### config.mk
export PLATFORM = sky130hd
export DESIGN_NAME = yuyv_to_bottom_up_rgb
export DESIGN_NICKNAME = d
export VERILOG_FILES = /design/src/rtl/yuvrgb_pkg.sv /design/src/rtl/yuvrgb_lane.sv /design/src/rtl/yuvrgb_addr.sv /design/src/rtl/yuyv_to_bottom_up_rgb.sv
export SDC_FILE = /design/constraint.sdc
export NUM_CORES = 1
export LEC_CHECK = 0
export ABC_AREA = 1
export BUFFER_PORTS_ARGS = -buffer_cell sky130_fd_sc_hd__buf_4
export CAP_MARGIN = 20
export CORE_MARGIN = 10
export CORE_UTILIZATION = 60
export CTS_CLUSTER_SIZE = 14
export DETAILED_ROUTE_END_ITERATION = 12
export PLACE_DENSITY = 0.77
export SLEW_MARGIN = 20
export SYNTH_ARGS = -nofsm -noshare
export SYNTH_HDL_FRONTEND = slang
export SYNTH_HIERARCHICAL = 1
export SYNTH_SLANG_ARGS = --single-unit
export TNS_END_PERCENT = 10
### constraint.sdc
create_clock -name clk -period 10.8 [get_ports clk]
set_input_delay 0.54 -clock clk [delete_from_list [all_inputs] [get_ports clk]]
set_output_delay 0.54 -clock clk [all_outputs]
set_load 0.01 [all_outputs]
### src/rtl/yuvrgb_pkg.sv
// shared types and constants for the yuyv to bottom-up rgb converter
`default_nettype none

package yuvrgb_pkg;

    // configuration port
    localparam int CFG_W     = 13;
    localparam int CFG_IDX_W = 1;

    typedef enum logic [CFG_IDX_W-1:0] {
        REG_FRAME_WIDTH  = 1'b0,
        REG_FRAME_HEIGHT = 1'b1
    } cfg_reg_t;

    // payload widths
    localparam int PIX_W = 8;
    localparam int OFF_W = 26;
    localparam int IN_W  = 4 * PIX_W;
    localparam int OUT_W = 80;

    // q14 color coefficients
    localparam int FRAC_BITS = 14;
    localparam int PROD_W    = 24;
    localparam logic signed [15:0] COEF_BU = 16'sd29032;
    localparam logic signed [15:0] COEF_GU = 16'sd5638;
    localparam logic signed [15:0] COEF_GV = 16'sd11700;
    localparam logic signed [15:0] COEF_RV = 16'sd22970;
    localparam logic signed [8:0]  CHROMA_OFFSET = 9'sd128;

    // pipeline advance controls shared by lanes and address path
    typedef struct packed {
        logic accept;
        logic adv1;
        logic adv2;
        logic adv3;
    } pipe_ctrl_t;

endpackage

`default_nettype wire

### src/rtl/yuvrgb_lane.sv
// one pixel color lane: q14 multiply stage, then sum, floor and saturate stage
`default_nettype none

module yuvrgb_lane (
    input  wire logic                    clk,
    input  wire yuvrgb_pkg::pipe_ctrl_t  ctrl,
    input  wire logic [7:0]              luma,
    input  wire logic [7:0]              chroma_u,
    input  wire logic [7:0]              chroma_v,
    output logic [7:0]                   blue,
    output logic [7:0]                   green,
    output logic [7:0]                   red
);
    import yuvrgb_pkg::*;

    logic signed [8:0]        du;
    logic signed [8:0]        dv;
    logic signed [PROD_W-1:0] prod_b_next;
    logic signed [PROD_W-1:0] prod_g_next;
    logic signed [PROD_W-1:0] prod_r_next;
    logic signed [PROD_W-1:0] prod_b_reg;
    logic signed [PROD_W-1:0] prod_g_reg;
    logic signed [PROD_W-1:0] prod_r_reg;
    logic [7:0]               luma_reg;
    logic signed [PROD_W-1:0] luma_q;
    logic signed [PROD_W-1:0] sum_b;
    logic signed [PROD_W-1:0] sum_g;
    logic signed [PROD_W-1:0] sum_r;
    logic [7:0]               blue_next;
    logic [7:0]               green_next;
    logic [7:0]               red_next;
    logic [7:0]               blue_reg;
    logic [7:0]               green_reg;
    logic [7:0]               red_reg;

    // floor by shift, then clamp to 0..255
    function automatic logic [7:0] sat_q14(input logic signed [PROD_W-1:0] sum);
        logic [PROD_W-FRAC_BITS-1:0] q;
        q = sum[PROD_W-1:FRAC_BITS];
        if (q[PROD_W-FRAC_BITS-1])
            sat_q14 = 8'd0;
        else if (q[8])
            sat_q14 = 8'd255;
        else
            sat_q14 = q[7:0];
    endfunction

    // chroma offsets and products
    always_comb
    begin
        du          = $signed({1'b0, chroma_u}) - CHROMA_OFFSET;
        dv          = $signed({1'b0, chroma_v}) - CHROMA_OFFSET;
        prod_b_next = PROD_W'(COEF_BU) * PROD_W'(du);
        prod_g_next = -(PROD_W'(COEF_GU) * PROD_W'(du)) - PROD_W'(COEF_GV) * PROD_W'(dv);
        prod_r_next = PROD_W'(COEF_RV) * PROD_W'(dv);
    end

    always_ff @(posedge clk)
    begin
        if (ctrl.adv2)
        begin
            prod_b_reg <= prod_b_next;
            prod_g_reg <= prod_g_next;
            prod_r_reg <= prod_r_next;
            luma_reg   <= luma;
        end
    end

    // add scaled luma and saturate
    always_comb
    begin
        luma_q     = $signed({2'b00, luma_reg, {FRAC_BITS{1'b0}}});
        sum_b      = luma_q + prod_b_reg;
        sum_g      = luma_q + prod_g_reg;
        sum_r      = luma_q + prod_r_reg;
        blue_next  = sat_q14(sum_b);
        green_next = sat_q14(sum_g);
        red_next   = sat_q14(sum_r);
    end

    always_ff @(posedge clk)
    begin
        if (ctrl.adv3)
        begin
            blue_reg  <= blue_next;
            green_reg <= green_next;
            red_reg   <= red_next;
        end
    end

    assign blue  = blue_reg;
    assign green = green_reg;
    assign red   = red_reg;

endmodule

`default_nettype wire

### src/rtl/yuvrgb_addr.sv
// frame size registers, pair and line counters and bottom-up byte offset pipeline
`default_nettype none

module yuvrgb_addr #(
    parameter int MAX_WIDTH  = 4096,
    parameter int MAX_HEIGHT = 4096
) (
    input  wire logic                                clk,
    input  wire logic                                rst_n,
    input  wire yuvrgb_pkg::pipe_ctrl_t              ctrl,
    input  wire logic                                cfg_we,
    input  wire logic [yuvrgb_pkg::CFG_IDX_W-1:0]    cfg_index,
    input  wire logic [yuvrgb_pkg::CFG_W-1:0]        cfg_wdata,
    output logic [yuvrgb_pkg::OFF_W-1:0]             byte_offset,
    output logic                                     frame_end
);
    import yuvrgb_pkg::*;

    localparam int COL_W  = (MAX_WIDTH / 2 > 1) ? $clog2(MAX_WIDTH / 2) : 1;
    localparam int ROW_W  = (MAX_HEIGHT > 1) ? $clog2(MAX_HEIGHT) : 1;
    localparam int PAIR_W = $clog2(MAX_WIDTH / 2 + 1);
    localparam int LINE_W = $clog2(MAX_HEIGHT + 1);
    localparam int CMP_W  = CFG_W + 1;
    localparam int MUL_W  = ROW_W + PAIR_W + 1;
    localparam logic [CMP_W-1:0] PAIR_MAX = CMP_W'(MAX_WIDTH / 2);
    localparam logic [CMP_W-1:0] LINE_MAX = CMP_W'(MAX_HEIGHT);
    localparam logic [CMP_W-1:0] CMP_ONE  = CMP_W'(1);
    localparam logic [CFG_W-1:0] WIDTH_RESET  = CFG_W'(640);
    localparam logic [CFG_W-1:0] HEIGHT_RESET = CFG_W'(480);

    logic [CFG_W-1:0]  width_reg;
    logic [CFG_W-1:0]  height_reg;
    logic [COL_W-1:0]  col_reg;
    logic [COL_W-1:0]  col_next;
    logic [ROW_W-1:0]  row_reg;
    logic [ROW_W-1:0]  row_next;

    logic [CMP_W-1:0]  pairs_raw;
    logic [CMP_W-1:0]  lines_raw;
    logic [CMP_W-1:0]  pairs_cl;
    logic [CMP_W-1:0]  lines_cl;
    logic [PAIR_W-1:0] pairs;
    logic [PAIR_W-1:0] pairs_m1;
    logic [LINE_W-1:0] lines;
    logic [LINE_W-1:0] lines_m1;
    logic [COL_W-1:0]  col_c;
    logic [ROW_W-1:0]  row_c;
    logic              last_col;
    logic              last_row;
    logic [LINE_W-1:0] line_rev_full;

    logic [ROW_W-1:0]  line_rev_reg;
    logic [PAIR_W:0]   wpix_reg;
    logic [COL_W-1:0]  col_s1_reg;
    logic              last_s1_reg;
    logic [MUL_W-1:0]  mult_next;
    logic [MUL_W-1:0]  mult_reg;
    logic [COL_W-1:0]  col_s2_reg;
    logic              last_s2_reg;
    logic [OFF_W-1:0]  base;
    logic [OFF_W-1:0]  offset_next;
    logic [OFF_W-1:0]  offset_reg;
    logic              frame_end_reg;

    // configuration writes
    always_ff @(posedge clk or negedge rst_n)
    begin
        if (!rst_n)
        begin
            width_reg  <= WIDTH_RESET;
            height_reg <= HEIGHT_RESET;
        end
        else if (cfg_we)
        begin
            case (cfg_index)
                REG_FRAME_WIDTH:  width_reg  <= cfg_wdata;
                REG_FRAME_HEIGHT: height_reg <= cfg_wdata;
                default:          ;
            endcase
        end
    end

    // frame size limits and clamped position
    always_comb
    begin
        pairs_raw = CMP_W'(width_reg[CFG_W-1:1]);
        lines_raw = CMP_W'(height_reg);
        if (pairs_raw == '0)
            pairs_cl = CMP_ONE;
        else if (pairs_raw > PAIR_MAX)
            pairs_cl = PAIR_MAX;
        else
            pairs_cl = pairs_raw;
        if (lines_raw == '0)
            lines_cl = CMP_ONE;
        else if (lines_raw > LINE_MAX)
            lines_cl = LINE_MAX;
        else
            lines_cl = lines_raw;
        pairs    = pairs_cl[PAIR_W-1:0];
        lines    = lines_cl[LINE_W-1:0];
        pairs_m1 = pairs - PAIR_W'(1);
        lines_m1 = lines - LINE_W'(1);
        col_c    = (PAIR_W'(col_reg) > pairs_m1) ? pairs_m1[COL_W-1:0] : col_reg;
        row_c    = (LINE_W'(row_reg) > lines_m1) ? lines_m1[ROW_W-1:0] : row_reg;
        last_col = (PAIR_W'(col_c) == pairs_m1);
        last_row = (LINE_W'(row_c) == lines_m1);
        line_rev_full = lines_m1 - LINE_W'(row_c);
    end

    // pair and line counters
    always_comb
    begin
        if (last_col)
        begin
            col_next = '0;
            row_next = last_row ? '0 : row_c + ROW_W'(1);
        end
        else
        begin
            col_next = col_c + COL_W'(1);
            row_next = row_c;
        end
    end

    always_ff @(posedge clk or negedge rst_n)
    begin
        if (!rst_n)
        begin
            col_reg <= '0;
            row_reg <= '0;
        end
        else if (ctrl.accept)
        begin
            col_reg <= col_next;
            row_reg <= row_next;
        end
    end

    // stage 1: reversed line and line pitch
    always_ff @(posedge clk)
    begin
        if (ctrl.adv1)
        begin
            line_rev_reg <= line_rev_full[ROW_W-1:0];
            wpix_reg     <= {pairs, 1'b0};
            col_s1_reg   <= col_c;
            last_s1_reg  <= last_col && last_row;
        end
    end

    // stage 2: line start in pixels
    assign mult_next = MUL_W'(line_rev_reg) * MUL_W'(wpix_reg);

    always_ff @(posedge clk)
    begin
        if (ctrl.adv2)
        begin
            mult_reg    <= mult_next;
            col_s2_reg  <= col_s1_reg;
            last_s2_reg <= last_s1_reg;
        end
    end

    // stage 3: pixel index times three bytes
    always_comb
    begin
        base        = OFF_W'(mult_reg) + OFF_W'({col_s2_reg, 1'b0});
        offset_next = base + {base[OFF_W-2:0], 1'b0};
    end

    always_ff @(posedge clk)
    begin
        if (ctrl.adv3)
        begin
            offset_reg    <= offset_next;
            frame_end_reg <= last_s2_reg;
        end
    end

    assign byte_offset = offset_reg;
    assign frame_end   = frame_end_reg;

endmodule

`default_nettype wire

### src/rtl/yuyv_to_bottom_up_rgb.sv
// yuyv macropixel to two bgr pixels with bottom-up buffer offset
// input, product and output registers lie between the input beat and the output beat
// one macropixel per cycle if not stalled, two color lanes and address path in lockstep
// a stalled output holds its beat; empty stages still take new beats meanwhile
// reset clears stage valids and pair/line counters, frame size returns to 640 x 480
`default_nettype none

module yuyv_to_bottom_up_rgb #(
    parameter int MAX_WIDTH  = 4096,
    parameter int MAX_HEIGHT = 4096
) (
    input  wire logic                              clk,
    input  wire logic                              rst_n,
    // slave beat
    input  wire logic                              s_tvalid,
    output logic                                   s_tready,
    // luma_first, chroma_blue, luma_second, chroma_red
    input  wire logic [yuvrgb_pkg::IN_W-1:0]       s_tdata,
    // master beat
    output logic                                   m_tvalid,
    input  wire logic                              m_tready,
    // blue_first, green_first, red_first, blue_second, green_second,
    // red_second, byte_offset, zero fill
    output logic [yuvrgb_pkg::OUT_W-1:0]           m_tdata,
    // frame_end
    output logic                                   m_tlast,
    // configuration writes
    input  wire logic                              cfg_we,
    input  wire logic [yuvrgb_pkg::CFG_IDX_W-1:0]  cfg_index,
    input  wire logic [yuvrgb_pkg::CFG_W-1:0]      cfg_wdata
);
    import yuvrgb_pkg::*;

    localparam int PAD_W = OUT_W - 6 * PIX_W - OFF_W;

    pipe_ctrl_t       ctrl;
    logic             v1_reg;
    logic             v1_next;
    logic             v2_reg;
    logic             v2_next;
    logic             v3_reg;
    logic             v3_next;
    logic [PIX_W-1:0] y0_reg;
    logic [PIX_W-1:0] u_reg;
    logic [PIX_W-1:0] y1_reg;
    logic [PIX_W-1:0] v_reg;
    logic [PIX_W-1:0] blue_first;
    logic [PIX_W-1:0] green_first;
    logic [PIX_W-1:0] red_first;
    logic [PIX_W-1:0] blue_second;
    logic [PIX_W-1:0] green_second;
    logic [PIX_W-1:0] red_second;
    logic [OFF_W-1:0] byte_offset;
    logic             frame_end;

    // stage advance: a stage moves when it is empty or the next one moves
    always_comb
    begin
        ctrl.adv3   = !v3_reg || m_tready;
        ctrl.adv2   = !v2_reg || ctrl.adv3;
        ctrl.adv1   = !v1_reg || ctrl.adv2;
        ctrl.accept = s_tvalid && ctrl.adv1;
        v1_next     = ctrl.adv1 ? s_tvalid : v1_reg;
        v2_next     = ctrl.adv2 ? v1_reg : v2_reg;
        v3_next     = ctrl.adv3 ? v2_reg : v3_reg;
    end

    always_ff @(posedge clk or negedge rst_n)
    begin
        if (!rst_n)
        begin
            v1_reg <= 1'b0;
            v2_reg <= 1'b0;
            v3_reg <= 1'b0;
        end
        else
        begin
            v1_reg <= v1_next;
            v2_reg <= v2_next;
            v3_reg <= v3_next;
        end
    end

    // input beat register
    always_ff @(posedge clk)
    begin
        if (ctrl.adv1)
        begin
            y0_reg <= s_tdata[PIX_W-1:0];
            u_reg  <= s_tdata[2*PIX_W-1:PIX_W];
            y1_reg <= s_tdata[3*PIX_W-1:2*PIX_W];
            v_reg  <= s_tdata[4*PIX_W-1:3*PIX_W];
        end
    end

    // color lanes, one per pixel of the pair
    yuvrgb_lane u_lane_first (
        .clk      (clk),
        .ctrl     (ctrl),
        .luma     (y0_reg),
        .chroma_u (u_reg),
        .chroma_v (v_reg),
        .blue     (blue_first),
        .green    (green_first),
        .red      (red_first)
    );

    yuvrgb_lane u_lane_second (
        .clk      (clk),
        .ctrl     (ctrl),
        .luma     (y1_reg),
        .chroma_u (u_reg),
        .chroma_v (v_reg),
        .blue     (blue_second),
        .green    (green_second),
        .red      (red_second)
    );

    // position and buffer offset
    yuvrgb_addr #(
        .MAX_WIDTH  (MAX_WIDTH),
        .MAX_HEIGHT (MAX_HEIGHT)
    ) u_addr (
        .clk         (clk),
        .rst_n       (rst_n),
        .ctrl        (ctrl),
        .cfg_we      (cfg_we),
        .cfg_index   (cfg_index),
        .cfg_wdata   (cfg_wdata),
        .byte_offset (byte_offset),
        .frame_end   (frame_end)
    );

    // merge lanes and offset into the output beat
    assign s_tready = ctrl.adv1;
    assign m_tvalid = v3_reg;
    assign m_tlast  = frame_end;
    assign m_tdata  = {{PAD_W{1'b0}}, byte_offset,
                       red_second, green_second, blue_second,
                       red_first, green_first, blue_first};

endmodule

`default_nettype wire
# After elaboration in Yosys (flattened, before gate mapping)
# Index checks and enable logic that the tools add are counted.
# totals
register_bits	315
input_bits	51
out_inout_bits	83
word_cells	87
# classes
add_sub_neg	17
mul	5
magnitude_cmp	4
eq_ne	2
mux	15
bitwise_logic	1
reduce_logical	12
# op_table
operator	n
$add 23x24->24	6
$mux 12	5
$mux 8	6
$mul 13x9->22 const A	2
$add 25x12->26	1
$add 26x26->26	1
$mux 13	2
$mul 12x12->24	1
$neg 24->24	1
$sub 24x24->24	1
$mul 15x9->23 const A	1
$mux 11	2
$mul 13x9->21 const A	1
$sub 8x8->9 const B	2
$eq 12x13->1	1
$gt 12x13->1	1
$gt 13x13->1 const B	1
$logic_not 13->1	1
$sub 13x1->13 const B	1
$add 12x1->12 const B	1
$eq 11x12->1	1
$gt 11x12->1	1
$gt 12x12->1 const B	1
$logic_not 12->1	1
other kinds (8)	14

# Logic depth before layout (Yosys ltp)
# Gate-level depths: netlist of run 1.
# depth
ltp_word	9
ltp_mapped	37
ltp_nobuf	36

# By module
# Netlist of run 1, hierarchy kept.
# by_module_without_submodules
mod	instances	cells_each	area_each_um2	seq_area_each_um2
yuvrgb_addr	1	1698	13887.1	4151.5
yuvrgb_lane (u_lane_second)	1	1431	12011.5	1861.8
yuvrgb_lane (u_lane_first)	1	1414	11917.7	1861.8
yuyv_to_bottom_up_rgb	1	54	1139.8	1036.0

# Least setup slack after synthesis of run 1
# No wires, ideal clock.
# synth_path
path_type	reg-to-reg
start	register v_reg[7]
end	register u_lane_first.prod_g_reg[23], data pin
setup_time_ps	252
t_arrival_ps	5477
path_slack_ps	5071
path_stages_with_launch	28
n_path_buf	0
synth_period_minus_slack_ps	5729
path_cell_list	edfxtp_1 -> inv_1 -> ha_1 -> xor2_1 -> ha_1 -> a21oi_1 -> fa_1 -> fa_1 -> inv_1 -> ha_1 -> nand2_1 -> nand3_1 -> nand2_1 -> nand2_1 -> a21oi_1 -> o21bai_1 -> xor2_1 -> ha_1 -> ha_1 -> nand2_1 -> nor2_1 -> nand2_1 -> inv_1 -> nand3_1 -> nor2_1 -> nor2_1 -> nand3_1 -> nand2_1
# synth_via
elab_chain_cells	3
# synth_rtl
element	line	rtl
start, declared	yuyv_to_bottom_up_rgb.sv:46	logic [PIX_W-1:0] v_reg;
start signal, assigned	yuyv_to_bottom_up_rgb.sv:92	v_reg <= s_tdata[4*PIX_W-1:3*PIX_W];
$sub 8x8->9	yuvrgb_lane.sv:52	dv = $signed({1'b0, chroma_v}) - CHROMA_OFFSET;
$mul 13x9->22	yuvrgb_lane.sv:54	prod_g_next = -(PROD_W'(COEF_GU) * PROD_W'(du)) - PROD_W'(COEF_GV) * PROD_W'(dv);
$sub 24x24->24	yuvrgb_lane.sv:54	
via u_lane_first.prod_g_next[23]	yuvrgb_lane.sv:19	logic signed [PROD_W-1:0] prod_g_next;
end signal, assigned	yuvrgb_lane.sv:63	prod_g_reg <= prod_g_next;
end, declared	yuvrgb_lane.sv:22	logic signed [PROD_W-1:0] prod_g_reg;
# The timed path passes the listed nets, and every way through them passes these cells.
# A chain may end at the register's enable or synchronous reset.

# Worst setup path after layout of run 1
# layout_path
start	register v_reg[1]
end	register u_lane_second.prod_g_reg[21], data pin
# layout_via
elab_chain_cells	3
# layout_rtl
element	line
$sub 8x8->9	yuvrgb_lane.sv:52
$mul 13x9->22	yuvrgb_lane.sv:54
$sub 24x24->24	yuvrgb_lane.sv:54
via u_lane_second.prod_g_next[21]	yuvrgb_lane.sv:19
end signal, assigned	yuvrgb_lane.sv:63
end, declared	yuvrgb_lane.sv:22
# The timed path passes the listed nets, and every way through them passes these cells.

==> out/results.ini, run 1 <==
[yosys]
synth_warnings = 6
ys_types = 63
ys_seq_area_share_pct = 22.9
ys_ff_latch = 305
synthArstFlopShare_pct = 16.7
syn_avg_cell_area_um2 = 8.47
synth.cell_area_um2 = 39000
synth_edf_count = 254
synthFlopType = edfxtp_1
postSynthCellCount = 4597

[floorplan]
die_x_um = 275
start_util_pct = 60.5
num_rows = 93
io_pins = 134
core-area_um2 = 64300
die_y_um = 275
die_area_um2 = 75500

[worst_hold_path]
hold_path_class = primary input to asynchronous set/reset pin

[grt]
grt_max_degree = 76
grt_first_pass_wirelength_mm = 145
track_usage_pct = 23.2
grt_overflow = 0
grt_pass1_vias = 29494
antenna_found_initial = 0

[clock_network]
cts_tree = done
post_cts_buffers = 0
clkLatencyLatePin_ns = 0.58
cts_made_buffers = 36
h-tree-depth = 2
clockBufferDepth = 3
cts_root_buf = clkbuf_16
cts_resized = 0
cts_hold_buf = 0
path_clk_slew_ns = 0.06
cts_sinks = 305

[final_layout]
finish.utilization_pct = 65.3
fillers = 5334
multi_input_area_um2 = 26500
drive_above_1_share_pct = 6.31
largest_register_ffs = 25
final_cell_mix = nand2_1, inv_1, ha_1
final_net_count = 5771
mostFrequentLayoutCell = nand2_1
antenna_cells = 0
seqCellArea_um2 = 8910
syn2layout_area_growth_pct = 7.92

[sta]
slew_violations = 0
finalCriticalPeriod_ns = 6.40
min_period_over_period_pct = 59.3
setup_viol = 0
fin_skew_ns = 0.0292
worst_pin_slew_ns = 1.06
fin_setup_tns_ns = 0
finalHoldViolations = 0
rsz0062_at_grt = false
fmax_mhz = 156
max_slew_margin_pct = 29.0

[critical_path]
end_kind = register
cp.arrival_ns = 6.73
start_kind = register
crit_type = register to register
critPathRequiredTime_ns = 11.13
crit_fanout = 14

[place]
gp_congestion = 0.919
numPortBuffers = 126
hpwl_mm = 71.2

[detailed_routing]
vias = 29935
drt_first_pass_iters = 6
route.detailed.drc = 0
drt_wl_total_mm = 87.0
wire_per_inst_um = 15.5
viasPerCell = 5.34
drt.antenna.violating_nets = 0
drt_iter0_drc = 1920

[run_status]
run_status = finished, final reports clean

[flow_run]
cap_violations = 0

path summary, 6_finish.rpt:
path / slack [ns] / from / to / cells past startpoint
worst max-delay path: 4.40 / v_reg[1] / u_lane_second/prod_g_reg[21] / 26
worst min-delay path: 0.02 / rst_n / u_addr/height_reg[0] / 1
worst max register to register: 4.40 / v_reg[1] / u_lane_second/prod_g_reg[21] / 26
worst min register to register: 0.42 / y0_reg[6] / u_lane_first/luma_reg[6] / 0
max in group asynchronous: 10.33 / rst_n / u_addr/col_reg[0] / 1
min in group clk: 0.14 / s_tdata[14] / u_reg[6] / 1
synth_stat cells (all sizes together), types with 3 or more instances:
library cell	instances	share of area (%)
o21a	9	0.17
nand3b	7	0.13
dfrtp	45	2.9
a21oi	248	3.2
or2	11	0.18
nand2	997	9.8
nor3	42	0.55
a211oi	3	0.058
nor2	298	3.0
clkbuf	34	0.33
a31oi	19	0.31
inv	886	8.5
o221ai	3	0.067
a21o	34	0.66
xnor2	70	1.6
ha	712	23
nand3	205	2.8
o41ai	5	0.13
a21boi	4	0.077
nand4	45	0.80
fa	281	14
xor2	162	4.0
buf	12	0.27
o22ai	13	0.22
dfstp	6	0.40
o21ai	144	1.9
edfxtp	254	20
nor4	5	0.080
o21bai	23	0.44
critical path, cell delays in order, from the launching register on:
cell and delay, ns:
edfxtp_1 0.80, ha_1 0.45, inv_1 0.11, fa_1 0.55, inv_1 0.06, ha_1 0.17, a21oi_1 0.20, fa_1 0.46
fa_1 0.49, inv_1 0.04, ha_1 0.33, nand2_1 0.06, nand2_1 0.06, o21ai_0 0.17, o21ai_1 0.34, nand3_1 0.11
nand2_1 0.09, xnor2_1 0.13, ha_1 0.26, ha_1 0.36, nand2_1 0.12, nor2_1 0.16, inv_1 0.07, nor3_1 0.22
nand4_1 0.13, nand3_1 0.12, xor2_1 0.07
layout make-up:
class / instances / area share [%]
clock buffer: 46 / 2.38
tap: 855 / 2.54
multi-input combinational: 3364 / 63.1
inverter: 887 / 7.92
clock inverter: 19 / 0.488
sequential: 305 / 21.2
timing repair buffer: 133 / 2.37
cell families (layout without fill, tap and decap cells):
kind of cell	count (synthesis)	count (layout)	share of synthesized area [%]
compound gates	519	519	7.56
xor+xnor	233	233	5.68
fa+ha+maj	993	993	37.3
buf+inv	933	1085	9.15
flops	305	305	22.9
mux	1	1	0.0289
other cells	2	7	0.0193
simple gates	1611	1611	17.4
stage by stage:
stage	worst slack [ns]	hold slack (ns)	instances	instance area (µm²)
5_1_grt	3.73	0.0629	5609	42000
3_3_place_gp	4.54	0.400	5544	40800
3_5_place_dp	4.43	0.405	5544	40800
2_1_floorplan	5.07	0.244	4602	39000
6_report	4.40	0.0158	5609	42000
4_1_cts	4.41	0.0135	5609	42000
layer usage:
layer	routed length (µm)	part of all wire, %	global-route usage (%)
met5	0	0	0
met4	2020	2.3	5.80
met3	5910	6.8	4.17
met2	39500	45	38.2
met1	39600	45	31.4
Power of run 1 is left out: the tool's default activity adds up to more than one toggle a clock period on the data nets, which glitch-free logic cannot reach.
==> run 2, diff against run 1 <==
--- a/config.mk
+++ b/config.mk
@@ -9,10 +9,10 @@
 export BUFFER_PORTS_ARGS = -buffer_cell sky130_fd_sc_hd__buf_4
 export CAP_MARGIN = 20
 export CORE_MARGIN = 10
-export CORE_UTILIZATION = 60
+export CORE_UTILIZATION = 59
 export CTS_CLUSTER_SIZE = 14
 export DETAILED_ROUTE_END_ITERATION = 12
-export PLACE_DENSITY = 0.77
+export PLACE_DENSITY = 0.79
 export SLEW_MARGIN = 20
 export SYNTH_ARGS = -nofsm -noshare
 export SYNTH_HDL_FRONTEND = slang
==> constraint.sdc (replaced) <==
create_clock -name clk -period 5.5 [get_ports clk]
set_input_delay 0.275 -clock clk [delete_from_list [all_inputs] [get_ports clk]]
set_output_delay 0.275 -clock clk [all_outputs]
set_load 0.01 [all_outputs]
==> out/results.ini, run 2 (synthesis gave the netlist of run 1 again) <==
[clock_network]
cts_made_buffers = 37  ; was 36
clockBufferDepth = 3  ; unchanged
clkLatencyLatePin_ns = 0.60  ; was 0.58 ns
h-tree-depth = 2  ; unchanged
cts_sinks = 305  ; unchanged
cts_root_buf = clkbuf_16  ; unchanged
path_clk_slew_ns = 0.07  ; was 0.06 ns
cts_tree = done  ; unchanged

[place]
dp_slack_ns = -0.108  ; was 4.43 ns
hpwl_mm = 76.6  ; was 71.2 mm
place_area_um2 = 42400  ; was 40800 µm²
numPortBuffers = 126  ; unchanged
gp_congestion = 0.945  ; was 0.919
dp.cells = 5727  ; was 5544

[grt]
grt_overflow = 0  ; unchanged
grt_first_pass_wirelength_mm = 154  ; was 145 mm
grt_max_degree = 62  ; was 76
antenna_found_initial = 1  ; was 0
track_usage_pct = 24.2  ; was 23.2%
grt_pass1_vias = 31235  ; was 29494

[sta]
finalHoldViolations = 0  ; unchanged
fin_ws_ns = -0.208  ; was 4.40 ns
max_slew_margin_pct = 34.3  ; was 29.0%
rsz0062_at_grt = true  ; was false
min_period_over_period_pct = 104  ; was 59.3%
fin_skew_ns = 0.0318  ; was 0.0292 ns
fin_setup_tns_ns = -0.298  ; was 0 ns
slew_violations = 0  ; unchanged
finalCriticalPeriod_ns = 5.71  ; was 6.40 ns
fmax_mhz = 175  ; was 156 MHz
setup_viol = 5  ; was 0
worst_pin_slew_ns = 0.985  ; was 1.06 ns

[floorplan]
die_y_um = 277  ; was 275 µm
io_pins = 134  ; unchanged
die_area_um2 = 76700  ; was 75500 µm²
die_x_um = 277  ; was 275 µm
num_rows = 94  ; was 93
core-area_um2 = 65600  ; was 64300 µm²
start_util_pct = 59.4  ; was 60.5%

[final_layout]
stdcell_count = 5872  ; was 5609
syn2layout_area_growth_pct = 15.9  ; was 7.92%
final_net_count = 6024  ; was 5771
largest_register_ffs = 25  ; unchanged
drive_above_1_share_pct = 13.4  ; was 6.31%
mostFrequentLayoutCell = nand2_1  ; unchanged
fin_area_um2 = 45100  ; was 42000 µm²
antenna_cells = 0  ; unchanged
final_cell_mix = nand2_1, inv_1, ha_1  ; unchanged

[critical_path]
crit_fanout = 4  ; was 14
reg2reg_to = u_addr/mult_reg[23]  ; was u_lane_second/prod_g_reg[21]
reg2reg_depth = 25  ; was 26
crit_type = register to register  ; unchanged
r2r_setup_slack_ns = -0.21  ; was 4.40 ns
cp.arrival_ns = 6.04  ; was 6.73 ns
critPathRequiredTime_ns = 5.83  ; was 11.13 ns
end_kind = register  ; unchanged
timing.rr.start = u_addr/line_rev_reg[3]  ; was v_reg[1]
start_kind = register  ; unchanged

[detailed_routing]
viasPerCell = 5.42  ; was 5.34
drt_iter0_drc = 2399  ; was 1920
drt.antenna.violating_nets = 0  ; unchanged
drt_first_pass_iters = 6  ; unchanged
route.detailed.drc = 0  ; unchanged
vias = 31839  ; was 29935
wire_per_inst_um = 16.6  ; was 15.5 µm
drt_wl_total_mm = 97.8  ; was 87.0 mm

[flow_run]
cap_violations = 0  ; unchanged

[worst_hold_path]
hold_end = v1_reg
hold_start = m_tready
min_path_cells = 4
hold_path_class = primary input to register  ; was primary input to asynchronous set/reset pin

[run_status]
run_status = finished, violations left  ; was finished, final reports clean
violations = negative setup slack

==> run 2: metal layers <==
metal | vias up | track usage [%] | wire, µm
met3 | 206 | 4.41 | 7050
met4 | 0 | 6.77 | 3210
met5 | - | 0 | 0
met2 | 1054 | 39.0 | 44100
met1 | 14951 | 32.9 | 43400
li1 | 15628 | - | -
==> run 2: layout make-up <==
class | count | area, µm²
multi-input cells | 3364 | 27500
fillers | 4966 | 20500
flip-flops and latches | 305 | 8910
inverters | 887 | 3340
repair buffers | 385 | 3060
well taps | 864 | 1080
clock buffers | 41 | 951
clock inverters | 26 | 273
==> run 2: how the worst max path moves through the flow <==
| stage | slack (ns) | cells after the start | endpoint | from |
|---|---|---|---|---|
| global route | -0.39 | 28 | u_addr/mult_reg[23] | u_addr/line_rev_reg[2] |
| detailed placement | -0.11 | 22 | u_lane_first/prod_g_reg[21] | v_reg[3] |
| finish | -0.21 | 25 | u_addr/mult_reg[23] | u_addr/line_rev_reg[3] |
| CTS | -0.01 | 25 | u_lane_first/prod_g_reg[21] | v_reg[1] |
| global placement | -0.06 | 22 | u_lane_first/prod_g_reg[21] | v_reg[3] |
| floorplan | -0.07 | 24 | u_lane_first/prod_g_reg[22] | v_reg[7] |
==> run 2: per-stage QoR <==
step | hold WS [ns] | util [%]
floorplan | -0.0206 | -
global placement | 0.364 | 64.6
detailed placement | 0.363 | 64.6
CTS | 0.223 | 67.4
global route | 0.273 | 68.8
finish | 0.220 | 68.8
==> run 2: worst max-delay path: stages, from the launching register on <==
cell and delay [ns]:
edfxtp_1 0.50, nand2_2 0.12, fa_2 0.44, fa_1 0.55
inv_1 0.06, fa_1 0.53, inv_1 0.06, fa_1 0.42
inv_1 0.16, fa_1 0.49, ha_4 0.29, nand2_4 0.08
nor3_4 0.05, nand2_1 0.07, o211ai_1 0.09, a31oi_1 0.24
inv_1 0.09, a21oi_2 0.14, inv_1 0.07, a21oi_2 0.20
o21ai_2 0.10, a21oi_1 0.16, o21bai_1 0.11, a21oi_1 0.16
o21bai_1 0.11, xor2_1 0.15
==> run 2: what timing repair did <==
item / CTS / global route
buffers inserted: 8 / 23
hold buffers: 47 / 0
hold endpoints to repair: 99 / 0
gates resized for setup: 22 / 143
pin swaps: 9 / 76
endpoints found under the setup margin: 10 / 41
Power of run 2 is left out for the same reason.
